--- src/rtl/uoi_pkg.sv ---
// package: types, constants and tables shared by the odometry integrator
package uoi_pkg;

  localparam int unsigned CORDIC_STEPS_DEF  = 16;
  localparam int unsigned POSITION_BITS_DEF = 32;

  // shared multiplier
  localparam int unsigned MUL_A_W = 25;
  localparam int unsigned MUL_B_W = 34;
  localparam int unsigned MUL_P_W = MUL_A_W + MUL_B_W;
  localparam logic signed [MUL_B_W-1:0] YAW_K = MUL_B_W'(699971);

  // divide of the rounded distance product by one million through a reciprocal
  localparam int unsigned DIV_W  = 44;
  localparam int unsigned STEP_W = 5;
  localparam logic [DIV_W-1:0] DIST_HALF = DIV_W'(500000);
  localparam logic [DIV_W:0]   DIST_DIV  = (DIV_W+1)'(1000000);
  localparam logic [DIV_W:0]   DIST_DIV2 = (DIV_W+1)'(2000000);
  // floor(2^50 / 10^6), applied to the dividend bits above bit 19
  localparam logic signed [MUL_B_W-1:0] RECIP_K    = MUL_B_W'(64'sd1125899906);
  localparam logic signed [MUL_B_W-1:0] DIST_DIV_K = MUL_B_W'(1000000);

  // cordic
  localparam int unsigned CW = 33;
  localparam logic signed [CW-1:0] GAIN_Q30 = CW'(652032874);
  localparam logic signed [CW-1:0] QUARTER  = CW'(64'sd1073741824);
  localparam logic signed [CW-1:0] HALF     = CW'(64'sd2147483648);

  localparam logic [29:0] ATAN_TABLE [32] = '{
    30'h20000000, 30'h12E4051E, 30'h09FB385B, 30'h051111D4, 30'h028B0D43, 30'h0145D7E1,
    30'h00A2F61E, 30'h00517C55, 30'h0028BE53, 30'h00145F2F, 30'h000A2F98, 30'h000517CC,
    30'h00028BE6, 30'h000145F3, 30'h0000A2FA, 30'h0000517D, 30'h000028BE, 30'h0000145F,
    30'h00000A30, 30'h00000518, 30'h0000028C, 30'h00000146, 30'h000000A3, 30'h00000051,
    30'h00000029, 30'h00000014, 30'h0000000A, 30'h00000005, 30'h00000003, 30'h00000001,
    30'h00000001, 30'h00000000
  };

  localparam logic KIND_VEL  = 1'b0;
  localparam logic KIND_TICK = 1'b1;

  typedef struct packed {
    logic               kind;
    logic signed [23:0] linear_velocity;
    logic signed [23:0] angular_velocity;
    logic        [19:0] elapsed_us;
  } in_item_t;

  typedef struct packed {
    logic signed [31:0] pos_x;
    logic signed [31:0] pos_y;
    logic        [31:0] heading;
    logic signed [15:0] quat_z;
    logic signed [15:0] quat_w;
    logic signed [23:0] speed_echo;
    logic signed [23:0] turn_rate_echo;
  } out_item_t;

  typedef enum logic [3:0] {
    MUL_NONE, MUL_VU, MUL_QE, MUL_QD, MUL_DC, MUL_DS, MUL_WU, MUL_KH, MUL_KL
  } mul_sel_e;

  typedef enum logic [3:0] {
    ST_IDLE, ST_VU, ST_DIVSET, ST_QEST, ST_QFIX, ST_ROT1SET, ST_ROT1, ST_DC, ST_XADD,
    ST_YADD, ST_KH, ST_KL, ST_YAW, ST_ROT2SET, ST_ROT2, ST_DONE
  } state_e;

  typedef struct packed {
    logic              load_speed;
    logic              load_tick;
    mul_sel_e          mul_sel;
    logic              div_set;
    logic              quo_save;
    logic              dist_load;
    logic              rot_set;
    logic              rot_half;
    logic              rot_step;
    logic              x_add;
    logic              y_add;
    logic              lo_save;
    logic              acc_load;
    logic              yaw_add;
    logic              out_load;
    logic [STEP_W-1:0] step;
  } cmd_t;

  typedef struct packed {
    logic out_busy;
  } sts_t;

endpackage

--- src/rtl/uoi_ctrl.sv ---
// controller: sequences one tick through the shared datapath
module uoi_ctrl #(
  parameter int unsigned CORDIC_STEPS = uoi_pkg::CORDIC_STEPS_DEF
) (
  input  logic          clk_i,
  input  logic          rst_ni,
  input  logic          in_valid_i,
  input  logic          in_kind_i,
  output logic          in_stall_o,
  output uoi_pkg::cmd_t cmd_o,
  input  uoi_pkg::sts_t sts_i
);
  import uoi_pkg::*;

  localparam logic [STEP_W-1:0] ROT_LAST = STEP_W'(CORDIC_STEPS - 1);

  state_e state_q, state_d;
  logic [STEP_W-1:0] cnt_q, cnt_d;

  always_ff @(posedge clk_i or negedge rst_ni) begin
    if (!rst_ni) begin
      state_q <= ST_IDLE;
      cnt_q   <= '0;
    end else begin
      state_q <= state_d;
      cnt_q   <= cnt_d;
    end
  end

  always_comb begin
    state_d    = state_q;
    cnt_d      = cnt_q;
    cmd_o      = '0;
    cmd_o.mul_sel = MUL_NONE;
    cmd_o.step = cnt_q;
    in_stall_o = (state_q != ST_IDLE);
    unique case (state_q)
      ST_IDLE: begin
        if (in_valid_i) begin
          if (in_kind_i == KIND_VEL) begin
            cmd_o.load_speed = 1'b1;
          end else begin
            cmd_o.load_tick = 1'b1;
            state_d = ST_VU;
          end
        end
      end
      ST_VU: begin
        cmd_o.mul_sel = MUL_VU;
        state_d = ST_DIVSET;
      end
      ST_DIVSET: begin
        cmd_o.div_set = 1'b1;
        state_d = ST_QEST;
      end
      ST_QEST: begin
        cmd_o.mul_sel = MUL_QE;
        state_d = ST_QFIX;
      end
      ST_QFIX: begin
        cmd_o.mul_sel = MUL_QD;
        cmd_o.quo_save = 1'b1;
        state_d = ST_ROT1SET;
      end
      ST_ROT1SET: begin
        cmd_o.dist_load = 1'b1;
        cmd_o.rot_set = 1'b1;
        cnt_d = '0;
        state_d = ST_ROT1;
      end
      ST_ROT1: begin
        cmd_o.rot_step = 1'b1;
        if (cnt_q == ROT_LAST) begin
          cnt_d = '0;
          state_d = ST_DC;
        end else begin
          cnt_d = cnt_q + 1'b1;
        end
      end
      ST_DC: begin
        cmd_o.mul_sel = MUL_DC;
        state_d = ST_XADD;
      end
      ST_XADD: begin
        cmd_o.x_add = 1'b1;
        cmd_o.mul_sel = MUL_DS;
        state_d = ST_YADD;
      end
      ST_YADD: begin
        cmd_o.y_add = 1'b1;
        cmd_o.mul_sel = MUL_WU;
        state_d = ST_KH;
      end
      ST_KH: begin
        cmd_o.lo_save = 1'b1;
        cmd_o.mul_sel = MUL_KH;
        state_d = ST_KL;
      end
      ST_KL: begin
        cmd_o.acc_load = 1'b1;
        cmd_o.mul_sel = MUL_KL;
        state_d = ST_YAW;
      end
      ST_YAW: begin
        cmd_o.yaw_add = 1'b1;
        state_d = ST_ROT2SET;
      end
      ST_ROT2SET: begin
        cmd_o.rot_set = 1'b1;
        cmd_o.rot_half = 1'b1;
        state_d = ST_ROT2;
      end
      ST_ROT2: begin
        cmd_o.rot_step = 1'b1;
        if (cnt_q == ROT_LAST) begin
          cnt_d = '0;
          state_d = ST_DONE;
        end else begin
          cnt_d = cnt_q + 1'b1;
        end
      end
      ST_DONE: begin
        if (!sts_i.out_busy) begin
          cmd_o.out_load = 1'b1;
          state_d = ST_IDLE;
        end
      end
      default: state_d = ST_IDLE;
    endcase
  end

endmodule

--- src/rtl/uoi_datapath.sv ---
// datapath: pose state, shared multiplier, reciprocal divide, cordic and output register
module uoi_datapath #(
  parameter int unsigned POSITION_BITS = uoi_pkg::POSITION_BITS_DEF
) (
  input  logic               clk_i,
  input  logic               rst_ni,
  input  uoi_pkg::in_item_t  in_item_i,
  input  uoi_pkg::cmd_t      cmd_i,
  output uoi_pkg::sts_t      sts_o,
  output logic               out_valid_o,
  input  logic               out_stall_i,
  output uoi_pkg::out_item_t out_item_o
);
  import uoi_pkg::*;

  localparam int unsigned SUM_W = (POSITION_BITS > 32 ? POSITION_BITS : 32) + 2;
  localparam logic signed [SUM_W-1:0] PMAX = SUM_W'({1'b0, {(POSITION_BITS-1){1'b1}}});
  localparam logic signed [SUM_W-1:0] PMIN = ~PMAX;
  localparam logic signed [SUM_W-1:0] I32MAX = SUM_W'(33'sh0_7FFF_FFFF);
  localparam logic signed [SUM_W-1:0] I32MIN = ~I32MAX;

  // pose state
  logic signed [POSITION_BITS-1:0] pos_x_q, pos_x_d, pos_y_q, pos_y_d;
  logic [31:0] yaw_q, yaw_d;
  logic signed [23:0] speed_q, speed_d, turn_q, turn_d;
  logic out_valid_q, out_valid_d;

  // working registers
  logic [19:0] us_q, us_d;
  logic signed [MUL_P_W-1:0] prod_q, prod_d, acc_q, acc_d;
  logic [DIV_W-1:0] dq_q, dq_d;
  logic [23:0] quo_q, quo_d;
  logic neg_q, neg_d, flip_q, flip_d;
  logic signed [MUL_A_W-1:0] dist_q, dist_d;
  logic [22:0] lo_q, lo_d;
  logic signed [CW-1:0] cx_q, cx_d, cy_q, cy_d, ca_q, ca_d;
  out_item_t out_q, out_d;

  function automatic logic signed [POSITION_BITS-1:0] sat_pos(
    input logic signed [SUM_W-1:0] v
  );
    logic signed [SUM_W-1:0] r;
    r = (v > PMAX) ? PMAX : ((v < PMIN) ? PMIN : v);
    return r[POSITION_BITS-1:0];
  endfunction

  function automatic logic signed [31:0] sat32(input logic signed [POSITION_BITS-1:0] v);
    logic signed [SUM_W-1:0] e, r;
    e = SUM_W'(v);
    r = (e > I32MAX) ? I32MAX : ((e < I32MIN) ? I32MIN : e);
    return r[31:0];
  endfunction

  function automatic logic signed [15:0] to_q15(input logic signed [CW-1:0] v);
    logic signed [CW-1:0] t, s;
    t = v + CW'(16384);
    s = t >>> 15;
    if (s > CW'(32767)) return 16'sh7FFF;
    else if (s < -CW'(32768)) return 16'sh8000;
    else return s[15:0];
  endfunction

  logic signed [MUL_A_W-1:0] ma;
  logic signed [MUL_B_W-1:0] mb;
  logic signed [MUL_P_W-1:0] mp, rnd, yaw_sum;
  logic signed [CW-1:0] cos_v, sin_v, xs, ys, at, a0;
  logic signed [MUL_P_W-1:0] abs_p;
  logic [DIV_W:0] rdiff;
  logic [23:0] quo_fix;
  logic [31:0] ang;
  logic signed [28:0] dx;
  logic signed [SUM_W-1:0] psum;
  logic [4:0] idx;

  assign cos_v = flip_q ? -cx_q : cx_q;
  assign sin_v = flip_q ? -cy_q : cy_q;
  assign idx   = cmd_i.step[4:0];

  // shared multiplier operand select
  always_comb begin
    unique case (cmd_i.mul_sel)
      MUL_VU: begin ma = MUL_A_W'(speed_q); mb = MUL_B_W'({1'b0, us_q}); end
      MUL_QE: begin ma = MUL_A_W'({1'b0, dq_q[DIV_W-1:20]}); mb = RECIP_K; end
      MUL_QD: begin ma = MUL_A_W'({1'b0, prod_q[53:30]}); mb = DIST_DIV_K; end
      MUL_DC: begin ma = dist_q; mb = MUL_B_W'(cos_v); end
      MUL_DS: begin ma = dist_q; mb = MUL_B_W'(sin_v); end
      MUL_WU: begin ma = MUL_A_W'(turn_q); mb = MUL_B_W'({1'b0, us_q}); end
      MUL_KH: begin ma = prod_q[47:23]; mb = YAW_K; end
      MUL_KL: begin ma = MUL_A_W'({1'b0, lo_q}); mb = YAW_K; end
      default: begin ma = '0; mb = '0; end
    endcase
    mp = MUL_P_W'(ma) * MUL_P_W'(mb);
  end

  always_comb begin
    speed_d     = speed_q;
    turn_d      = turn_q;
    us_d        = us_q;
    pos_x_d     = pos_x_q;
    pos_y_d     = pos_y_q;
    yaw_d       = yaw_q;
    prod_d      = (cmd_i.mul_sel != MUL_NONE) ? mp : prod_q;
    acc_d       = acc_q;
    dq_d        = dq_q;
    quo_d       = quo_q;
    neg_d       = neg_q;
    dist_d      = dist_q;
    lo_d        = lo_q;
    cx_d        = cx_q;
    cy_d        = cy_q;
    ca_d        = ca_q;
    flip_d      = flip_q;
    out_d       = out_q;
    out_valid_d = out_valid_q && out_stall_i;

    if (cmd_i.load_speed) begin
      speed_d = in_item_i.linear_velocity;
      turn_d  = in_item_i.angular_velocity;
    end
    if (cmd_i.load_tick) us_d = in_item_i.elapsed_us;

    // rounded magnitude, quotient estimate from the top bits, then a remainder fix
    abs_p = prod_q[MUL_P_W-1] ? -prod_q : prod_q;
    if (cmd_i.div_set) begin
      dq_d  = abs_p[DIV_W-1:0] + DIST_HALF;
      neg_d = prod_q[MUL_P_W-1];
    end
    if (cmd_i.quo_save) quo_d = prod_q[53:30];
    // the estimate is low by at most two
    rdiff   = {1'b0, dq_q} - prod_q[DIV_W:0];
    quo_fix = (rdiff >= DIST_DIV2) ? quo_q + 24'd2 :
              ((rdiff >= DIST_DIV) ? quo_q + 24'd1 : quo_q);
    if (cmd_i.dist_load) begin
      dist_d = neg_q ? -MUL_A_W'({1'b0, quo_fix}) : MUL_A_W'({1'b0, quo_fix});
    end

    // cordic setup with quadrant fold
    ang = cmd_i.rot_half ? {1'b0, yaw_q[31:1]} : yaw_q;
    a0  = CW'(signed'(ang));
    if (cmd_i.rot_set) begin
      cx_d = GAIN_Q30;
      cy_d = '0;
      if (a0 > QUARTER) begin
        ca_d = a0 - HALF;
        flip_d = 1'b1;
      end else if (a0 < -QUARTER) begin
        ca_d = a0 + HALF;
        flip_d = 1'b1;
      end else begin
        ca_d = a0;
        flip_d = 1'b0;
      end
    end
    xs = cx_q >>> idx;
    ys = cy_q >>> idx;
    at = CW'({1'b0, ATAN_TABLE[idx]});
    if (cmd_i.rot_step) begin
      if (!ca_q[CW-1]) begin
        cx_d = cx_q - ys;
        cy_d = cy_q + xs;
        ca_d = ca_q - at;
      end else begin
        cx_d = cx_q + ys;
        cy_d = cy_q - xs;
        ca_d = ca_q + at;
      end
    end

    // position update from the registered product
    rnd  = prod_q + MUL_P_W'(64'sd536870912);
    dx   = rnd[MUL_P_W-1:30];
    psum = SUM_W'(cmd_i.y_add ? pos_y_q : pos_x_q) + SUM_W'(dx);
    if (cmd_i.x_add) pos_x_d = sat_pos(psum);
    if (cmd_i.y_add) pos_y_d = sat_pos(psum);

    // heading: high and low partial products of w*us*k
    if (cmd_i.lo_save) lo_d = prod_q[22:0];
    if (cmd_i.acc_load) acc_d = prod_q;
    yaw_sum = (acc_q <<< 23) + prod_q + MUL_P_W'(64'sd33554432);
    if (cmd_i.yaw_add) yaw_d = yaw_q + yaw_sum[57:26];

    if (cmd_i.out_load) begin
      out_d.pos_x          = sat32(pos_x_q);
      out_d.pos_y          = sat32(pos_y_q);
      out_d.heading        = yaw_q;
      out_d.quat_z         = to_q15(sin_v);
      out_d.quat_w         = to_q15(cos_v);
      out_d.speed_echo     = speed_q;
      out_d.turn_rate_echo = turn_q;
      out_valid_d          = 1'b1;
    end
  end

  always_ff @(posedge clk_i or negedge rst_ni) begin
    if (!rst_ni) begin
      pos_x_q     <= '0;
      pos_y_q     <= '0;
      yaw_q       <= '0;
      speed_q     <= '0;
      turn_q      <= '0;
      out_valid_q <= 1'b0;
    end else begin
      pos_x_q     <= pos_x_d;
      pos_y_q     <= pos_y_d;
      yaw_q       <= yaw_d;
      speed_q     <= speed_d;
      turn_q      <= turn_d;
      out_valid_q <= out_valid_d;
    end
  end

  always_ff @(posedge clk_i) begin
    us_q   <= us_d;
    prod_q <= prod_d;
    acc_q  <= acc_d;
    dq_q   <= dq_d;
    quo_q  <= quo_d;
    neg_q  <= neg_d;
    dist_q <= dist_d;
    lo_q   <= lo_d;
    cx_q   <= cx_d;
    cy_q   <= cy_d;
    ca_q   <= ca_d;
    flip_q <= flip_d;
    out_q  <= out_d;
  end

  assign sts_o.out_busy = out_valid_q && out_stall_i;
  assign out_valid_o    = out_valid_q;
  assign out_item_o     = out_q;

endmodule

--- src/rtl/unicycle_odometry_integrator_core.sv ---
// top level: dead-reckoning unicycle odometry integrator
// A velocity command item only updates the held speed and yaw rate; it gives no
// result. A tick item runs through a controller and one shared datapath: v*us on a
// single 25x34 multiplier, a divide by one million done as a reciprocal multiply
// followed by a multiply-back remainder fix (with the sign and rounding setup), a
// CORDIC of the old heading, the x and y updates and the heading step, then a CORDIC
// of the half heading for the yaw quaternion. The input is free again on the cycle
// after the result is loaded. The result sits in an output register, so a finished
// result may wait under stall while the next item is accepted; a further tick only
// waits at its own end if the previous result has not been taken.
// positions are Q16.16 saturating at POSITION_BITS and reported saturated to 32 bits;
// heading is a wrapping 32-bit binary angle
module unicycle_odometry_integrator_core #(
  parameter int unsigned CORDIC_STEPS  = uoi_pkg::CORDIC_STEPS_DEF,
  parameter int unsigned POSITION_BITS = uoi_pkg::POSITION_BITS_DEF
) (
  input  logic               clk_i,
  input  logic               rst_ni,
  input  logic               in_valid_i,
  output logic               in_stall_o,
  input  uoi_pkg::in_item_t  in_item_i,
  output logic               out_valid_o,
  input  logic               out_stall_i,
  output uoi_pkg::out_item_t out_item_o
);
  import uoi_pkg::*;

  // command and status between controller and datapath
  cmd_t cmd;
  sts_t sts;

  // sequencer for one tick item
  uoi_ctrl #(
    .CORDIC_STEPS(CORDIC_STEPS)
  ) u_ctrl (
    .clk_i     (clk_i),
    .rst_ni    (rst_ni),
    .in_valid_i(in_valid_i),
    .in_kind_i (in_item_i.kind),
    .in_stall_o(in_stall_o),
    .cmd_o     (cmd),
    .sts_i     (sts)
  );

  // pose state, arithmetic and the output register
  uoi_datapath #(
    .POSITION_BITS(POSITION_BITS)
  ) u_dp (
    .clk_i      (clk_i),
    .rst_ni     (rst_ni),
    .in_item_i  (in_item_i),
    .cmd_i      (cmd),
    .sts_o      (sts),
    .out_valid_o(out_valid_o),
    .out_stall_i(out_stall_i),
    .out_item_o (out_item_o)
  );

endmodule

--- config.mk ---
export PLATFORM = sky130hd
export DESIGN_NAME = unicycle_odometry_integrator_core
export DESIGN_NICKNAME = d
export VERILOG_FILES = /design/src/rtl/uoi_pkg.sv /design/src/rtl/uoi_ctrl.sv /design/src/rtl/uoi_datapath.sv /design/src/rtl/unicycle_odometry_integrator_core.sv
export SDC_FILE = /design/constraint.sdc
export NUM_CORES = 2
export LEC_CHECK = 0
export CORE_MARGIN = 4
export CORE_UTILIZATION = 67
export DETAILED_ROUTE_END_ITERATION = 16
export DONT_BUFFER_PORTS = 1
export PLACE_DENSITY_LB_ADDON = 0.2
export SYNTH_ARGS = -nofsm -noshare
export SYNTH_HDL_FRONTEND = slang
export SYNTH_HIERARCHICAL = 1
export SYNTH_SLANG_ARGS = --single-unit
export TNS_END_PERCENT = 50
--- constraint.sdc ---
create_clock -name clk_i -period 15.72 [get_ports clk_i]
set_input_delay 1.572 -clock clk_i [delete_from_list [all_inputs] [get_ports clk_i]]
set_output_delay 1.572 -clock clk_i [all_outputs]
set_load 0.02 [all_outputs]
# Word-level counts from Yosys, hierarchy flattened
# Memory sizes are Yosys's and may differ from the RTL's.
# Cells that the tools add are included.
word_totals:
  register_bits: 661
  rom_bits: 960
  in_bits: 73
  output_inout_bits: 178
  elab_cells: 170
  memories: 1
op_classes:
  n_addsub: 24
  n_mul: 1
  magnitude_cmp: 15
  eq_ne: 29
  n_shift: 2
  muxes: 57
  bitwise_logic: 1
  reduce_logical: 12
mem_list:
  columns: ["name", "words", "word_bits", "rd", "rd_ports_with_merged_regs", "write_ports", "line_no", "source"]
  rows:
  - ["(no name shown)", 32, 30, 1, 0, 0, "uoi_datapath.sv:156", "at = CW'({1'b0, ATAN_TABLE[idx]});"]
ops:
  columns: ["op", "count"]
  rows:
  - ["2-to-1 mux 33 bit", 13]
  - ["case mux 34 bit (6 select lines)", 1]
  - ["case mux 25 bit (7 select lines)", 1]
  - ["2-to-1 mux 32 bit", 5]
  - ["> comparator 32 bit, second input constant", 3]
  - ["2-to-1 mux 24 bit", 3]
  - ["adder 33 x 16 -> 33 bit, second input constant", 2]
  - ["adder 33 bit", 2]
  - ["negation 33 bit", 2]
  - [">>> shifter 33 x 5 -> 33 bit", 2]
  - ["subtractor 33 bit", 2]
  - ["less-than comparator 32 bit, second input constant", 2]
  - ["case mux 4 bit (16 select lines)", 1]
  - ["2-to-1 mux 30 bit", 2]
  - ["adder 59 x 31 -> 59 bit, second input constant", 1]
  - ["multiplier 25 x 34 -> 59 bit", 1]
  - ["adder 58 x 27 -> 58 bit, second input constant", 1]
  - ["adder 58 bit", 1]
  - ["greater-or-equal comparator 45 x 20 -> 1 bit, second input constant", 1]
  - ["greater-or-equal comparator 45 x 21 -> 1 bit, second input constant", 1]
  - ["subtractor 44 x 45 -> 45 bit", 1]
  - ["adder 44 x 19 -> 44 bit, second input constant", 1]
  - ["2-to-1 mux 44 bit", 1]
  - ["negation 44 bit", 1]
  - ["other kinds (38)", 90]

# Logic depth before layout (Yosys ltp)
logic_depth:
  word_depth: 8
  depth_mapped: 46
  depth_no_buf: 41

# Modules after synthesis
# Netlist, hierarchy kept.
modules_own_cells:
  columns: ["mod", "n_inst", "cells_each", "area_each_um2"]
  rows:
  - ["uoi_datapath", 1, 8081, 75519.9]
  - ["uoi_ctrl", 1, 74, 679.4]

# Worst setup path after synthesis
# No wires, ideal clock.
synth_timing:
  path_kind: "reg-to-reg"
  startpoint: "register u_ctrl.state_q[0]"
  endpoint: "register u_dp.prod_q[57], data pin"
  setup_ns: 0.265
  t_arrival_ns: 11.010
  t_required_ns: 15.455
  setup_slack_ns: 4.445
  path_stages_with_launch: 43
  path_buffers: 7
  period_less_slack_ns: 11.275
  cell_sequence: "dfrtp_1 -> buf_6 -> clkbuf_8 -> nor3_2 -> a21o_1 -> clkbuf_1 -> clkbuf_1 -> clkbuf_1 -> clkbuf_1 -> o21ai_0 -> o21ai_1 -> clkbuf_1 -> nand2_1 -> fa_1 -> inv_1 -> fa_1 -> inv_1 -> fa_1 -> [7 not listed] -> ha_1 -> a21o_1 -> a221oi_1 -> a211o_1 -> a21o_1 -> o211ai_1 -> o311ai_0 -> a31oi_1 -> o221ai_1 -> nor2_1 -> o311a_1 -> a21bo_2 -> nor3_1 -> o311a_1 -> o21bai_1 -> a21oi_1 -> o21ai_0 -> xor2_1"
synth_rtl:
  columns: ["item", "line_no", "source"]
  rows:
  - ["start: declaration", "uoi_ctrl.sv:17", "state_e state_q, state_d;"]
  - ["start signal: assignment", "uoi_ctrl.sv:25", "state_q <= state_d;"]
  - ["end signal: assignment", "uoi_datapath.sv:214", "prod_q <= prod_d;"]
  - ["end: declaration", "uoi_datapath.sv:30", "logic signed [MUL_P_W-1:0] prod_q, prod_d, acc_q, acc_d;"]

==> results.py <==
metrics = {
    "cells_and_area": {
        "layout_common_cells": "sky130_fd_sc_hd__inv_1, sky130_fd_sc_hd__nand2_1, sky130_fd_sc_hd__fa_1",
        "post_route_cells_drive_above_1_share_pct": 6.95,
        "total_non_filler_cell_area_in_the_finished_layout_mm2": 0.0800,
        "fin_util_pct": 71.0,
        "fin_nets": 9280,
        "multiInputGateArea_mm2": 0.0518,
        "ff_latch_area_mm2": 0.0191,
        "layout.cells.most_common": "sky130_fd_sc_hd__inv_1",
        "final.fill_count": 8582,
        "areaGrowthSynthToFinish_pct": 5.01,
    },
    "synth": {
        "yosysSeqAreaShare_pct": 25.0,
        "synth.lib_cells_used.distinct": 112,
        "synth_top_family_by_area": "adder cells",
        "synth.avg_cell_area_um2": 9.34,
        "yosys.area_share.simple_pct": 14.2,
        "synth_mux_area_share_pct": 5.21,
        "synth.ff_latch_count": 661,
        "post_synth_inst_count": 8155,
        "synth-adder-area-share_pct": 29.8,
        "synth_xor_area_share_pct": 6.61,
        "postSynth.topFlopCell": "sky130_fd_sc_hd__edfxtp_1",
        "synth-edff-count": 507,
        "synth_area_in_compound_gates_pct": 11.8,
        "ys_warn_count": 6,
        "syn-cell-area_mm2": 0.0762,
        "async_flop_share_pct": 23.3,
        "nets_in_the_synthesized_netlist": 9528,
    },
    "critical_path": {
        "worst-endpoint-arrival_ns": 13.47,
        "startpoint_type_of_the_worst_setup_path": "flip-flop",
        "worstRegToRegCells": 39,
        "critPathSlowestCell": "sky130_fd_sc_hd__nor2_2",
        "cp_num_cells": 39,
        "critPathMostFrequentCell": "sky130_fd_sc_hd__fa_1",
        "timing.setup.critical_path_class": "reg -> reg",
        "largest_delay_contributor_family_on_the_critical_path": "compound AO/OA/AOI/OAI gates",
        "slowest_delay_ns": 0.95,
        "worstPathRequired_ns": 16.11,
        "crit_path_max_fanout": 27,
        "critical_path.n_buffers_inverters": 6,
        "setup.worst_path.end_class": "flip-flop",
    },
    "timing": {
        "post-route-min-period_ns": 13.09,
        "setup_viol": 0,
        "timing.max_slew.rel_slack_pct": 6.54,
        "tightest_slew_ns": 1.38,
        "fin_setup_tns_ns": 0,
        "report.final.slew_viol_count": 0,
        "max_clock_freq_mhz": 76.4,
        "fin_skew_ns": 0.0354,
        "post-route-period-util_pct": 83.3,
        "grt_setup_unrepaired": "no",
        "final.setup.worst_slack_ns": 2.63,
        "finalHoldViolCount": 0,
    },
    "drt": {
        "detail_route.wl_per_cell_um": 25.6,
        "detail_route.wirelength_um": 243000,
        "drtPass1Iterations": 7,
        "via_count": 61700,
        "drt_drc_violations_left": 0,
        "post_drt_via_cell_ratio": 6.51,
        "antenna_left": 0,
        "drt_first_iter_violations": 7113,
    },
    "grt": {
        "grt_antenna_before_repair": 18,
        "grt_usage_pct": 40.6,
        "globalRoute.totalOverflow": 0,
        "global_route_wire_length_before_repair_um": 370000,
        "grt_pass1_vias": 61700,
        "pin_count_of_the_biggest_net_entering_global_routing": 155,
    },
    "cts": {
        "cts.clk_slew.worst_paths_ns": 0.06,
        "clock-sinks": 661,
        "post_cts_buffers": 0,
        "cts_repair_resize_count": 0,
        "clock_tree_from_tritoncts": "yes",
        "clock_tree.buffer_depth": 3,
        "number_of_levels_the_h_tree_was_split_into": 3,
        "postCtsHoldBufs": 0,
        "cts_buffers": 71,
        "ctsRootBufferMaster": "sky130_fd_sc_hd__clkbuf_16",
        "clk_latency_ns": 0.67,
    },
    "place": {
        "dp_wirelength_um": 187000,
        "place_ws_ns": 2.93,
        "postPlaceCellArea_mm2": 0.0776,
        "place.port_buffers": 0,
        "place_congestion": 1.05,
    },
    "floorplan": {
        "fp.dieW_um": 345,
        "dieArea_mm2": 0.119,
        "die_h_um": 345,
        "floorplan.initialDensity_pct": 67.6,
        "core_area_mm2": 0.113,
        "io_pins": 251,
        "fp-row-count": 123,
    },
    "run_status": {
        "status": "completed",
    },
    "job": {
        "timing.max_cap.violations": 0,
    },
    "hold_path": {
        "hp-class": "reg -> reg",
        "worst_hold_path.num_cells": 0,
    },
}
cells by family (layout without fill, tap and decap cells):
family	Yosys count	after routing
AND/OR/NAND/NOR	2418	2418
XOR/XNOR	575	575
flip-flops	661	661
adder cells (fa/ha/maj)	1300	1300
AO/OA/AOI/OAI	1403	1403
other	0	4
buffers and inverters	1482	1293
multiplexers	316	316
sequential cells by signal, indices dropped and copies added (netlist names):
signal / count
u_dp/neg_q: 1
u_dp/pos_y_q: 32
u_dp/flip_q: 1
u_dp/out_item_o: 176
u_dp/quo_q: 24
u_dp/dist_q: 25
u_ctrl/state_q: 4
u_dp/lo_q: 23
u_dp/prod_q: 59
u_dp/pos_x_q: 32
u_dp/cy_q: 33
u_dp/yaw_q: 32
u_dp/ca_q: 33
u_dp/us_q: 20
u_dp/cx_q: 33
u_dp/turn_q: 24
u_ctrl/cnt_q: 5
u_dp/speed_q: 24
u_dp/dq_q: 44
u_dp/out_valid_o: 1
u_dp/acc_q: 35
path summary, 6_finish.rpt:
check	startpoint	endpoint	slack [ns]
worst max-delay path	u_ctrl/state_q[3]$_DFFE_PN0P_	u_dp/prod_q[57]$_DFFE_PP_	2.63
worst min-delay path	u_dp/pos_x_q[5]$_DFFE_PN0P_	u_dp/out_item_o[149]$_SDFFCE_PN1P_	0.47
worst max register to register	u_ctrl/state_q[3]$_DFFE_PN0P_	u_dp/prod_q[57]$_DFFE_PP_	2.63
worst min register to register	u_dp/pos_x_q[5]$_DFFE_PN0P_	u_dp/out_item_o[149]$_SDFFCE_PN1P_	0.47
max in group asynchronous	rst_ni	u_ctrl/cnt_q[1]$_DFFE_PN0P_	14.80
min in group asynchronous	rst_ni	u_dp/pos_y_q[5]$_DFFE_PN0P_	0.60
metal layers:
metal	share of wire, %	vias to the layer above	GRT usage, %
met5	0.014	-	0
met4	6.9	6	22.8
met3	12	871	9.95
li1	-	26700	-
met2	45	3707	62.9
met1	36	30400	52.8
layout make-up:
class | instances | area share [%]
inverter | 1046 | 4.91
clock inverter | 40 | 0.566
timing repair buffer | 115 | 1.09
antenna | 4 | 0.0125
multi-input combinational | 6012 | 64.8
tap | 1500 | 2.35
clock buffer | 92 | 2.46
sequential | 661 | 23.9
worst register-to-register path: cells and delay by family (launching register included):
family          cells  cell delay, ns
xor+xnor            1            0.17
simple gates        8            2.73
buf+inv             6            0.93
fa+ha+maj           8            3.84
flops               1            0.64
compound gates     16            4.49
Yosys cell counts, types with 18 or more instances:
library cell               number  area (µm²)
sky130_fd_sc_hd__dfrtp_1      154        3850
sky130_fd_sc_hd__and2_1        78         488
sky130_fd_sc_hd__a211o_1       18         158
sky130_fd_sc_hd__o31ai_1       47         353
sky130_fd_sc_hd__nor2b_1       63         394
sky130_fd_sc_hd__edfxtp_1     507       15200
sky130_fd_sc_hd__nor3_1       128         641
sky130_fd_sc_hd__clkbuf_1     382        1430
sky130_fd_sc_hd__a221oi_1      19         166
sky130_fd_sc_hd__a211oi_1      46         345
sky130_fd_sc_hd__o21ai_0      290        1450
sky130_fd_sc_hd__xor2_1       223        1950
sky130_fd_sc_hd__o22ai_1       29         181
sky130_fd_sc_hd__and3_1        62         388
sky130_fd_sc_hd__buf_1         37         139
sky130_fd_sc_hd__a21o_1        99         743
sky130_fd_sc_hd__o41ai_1       20         175
sky130_fd_sc_hd__fa_1         855       17100
sky130_fd_sc_hd__nand2b_1      64         400
sky130_fd_sc_hd__o21a_1        63         473
sky130_fd_sc_hd__nand3_1      115         576
sky130_fd_sc_hd__nand2_1      869        3260
sky130_fd_sc_hd__inv_1       1042        3910
sky130_fd_sc_hd__a21oi_1      424        2120
sky130_fd_sc_hd__xnor2_1      352        3080
sky130_fd_sc_hd__o211ai_1      32         240
sky130_fd_sc_hd__mux2_2       146        1640
sky130_fd_sc_hd__nand4_1       36         225
sky130_fd_sc_hd__or2_2         27         169
sky130_fd_sc_hd__o21ai_1       36         180
sky130_fd_sc_hd__o21bai_1      37         278
sky130_fd_sc_hd__mux2i_1      120        1200
sky130_fd_sc_hd__ha_1         445        5570
sky130_fd_sc_hd__or3_1         44         275
sky130_fd_sc_hd__nor4_1        35         219
sky130_fd_sc_hd__o22a_1        19         166
sky130_fd_sc_hd__a22oi_1       25         188
sky130_fd_sc_hd__a31oi_1       56         350
sky130_fd_sc_hd__nor2_1       810        3040
sky130_fd_sc_hd__mux4_2        50        1130
metrics by stage:
| step | hold WS (ns) | instances |
|---|---|---|
| 6_report | 0.472 | 9470 |
| 5_1_grt | 0.479 | 9467 |
| 4_1_cts | 0.467 | 9466 |
| 3_5_place_dp | 0.459 | 9334 |
| 3_3_place_gp | 0.448 | 9334 |
| 2_1_floorplan | 0.442 | 8155 |
Power is left out: the tool's default activity adds up to more than one toggle a clock period on the data nets, which glitch-free logic cannot reach.
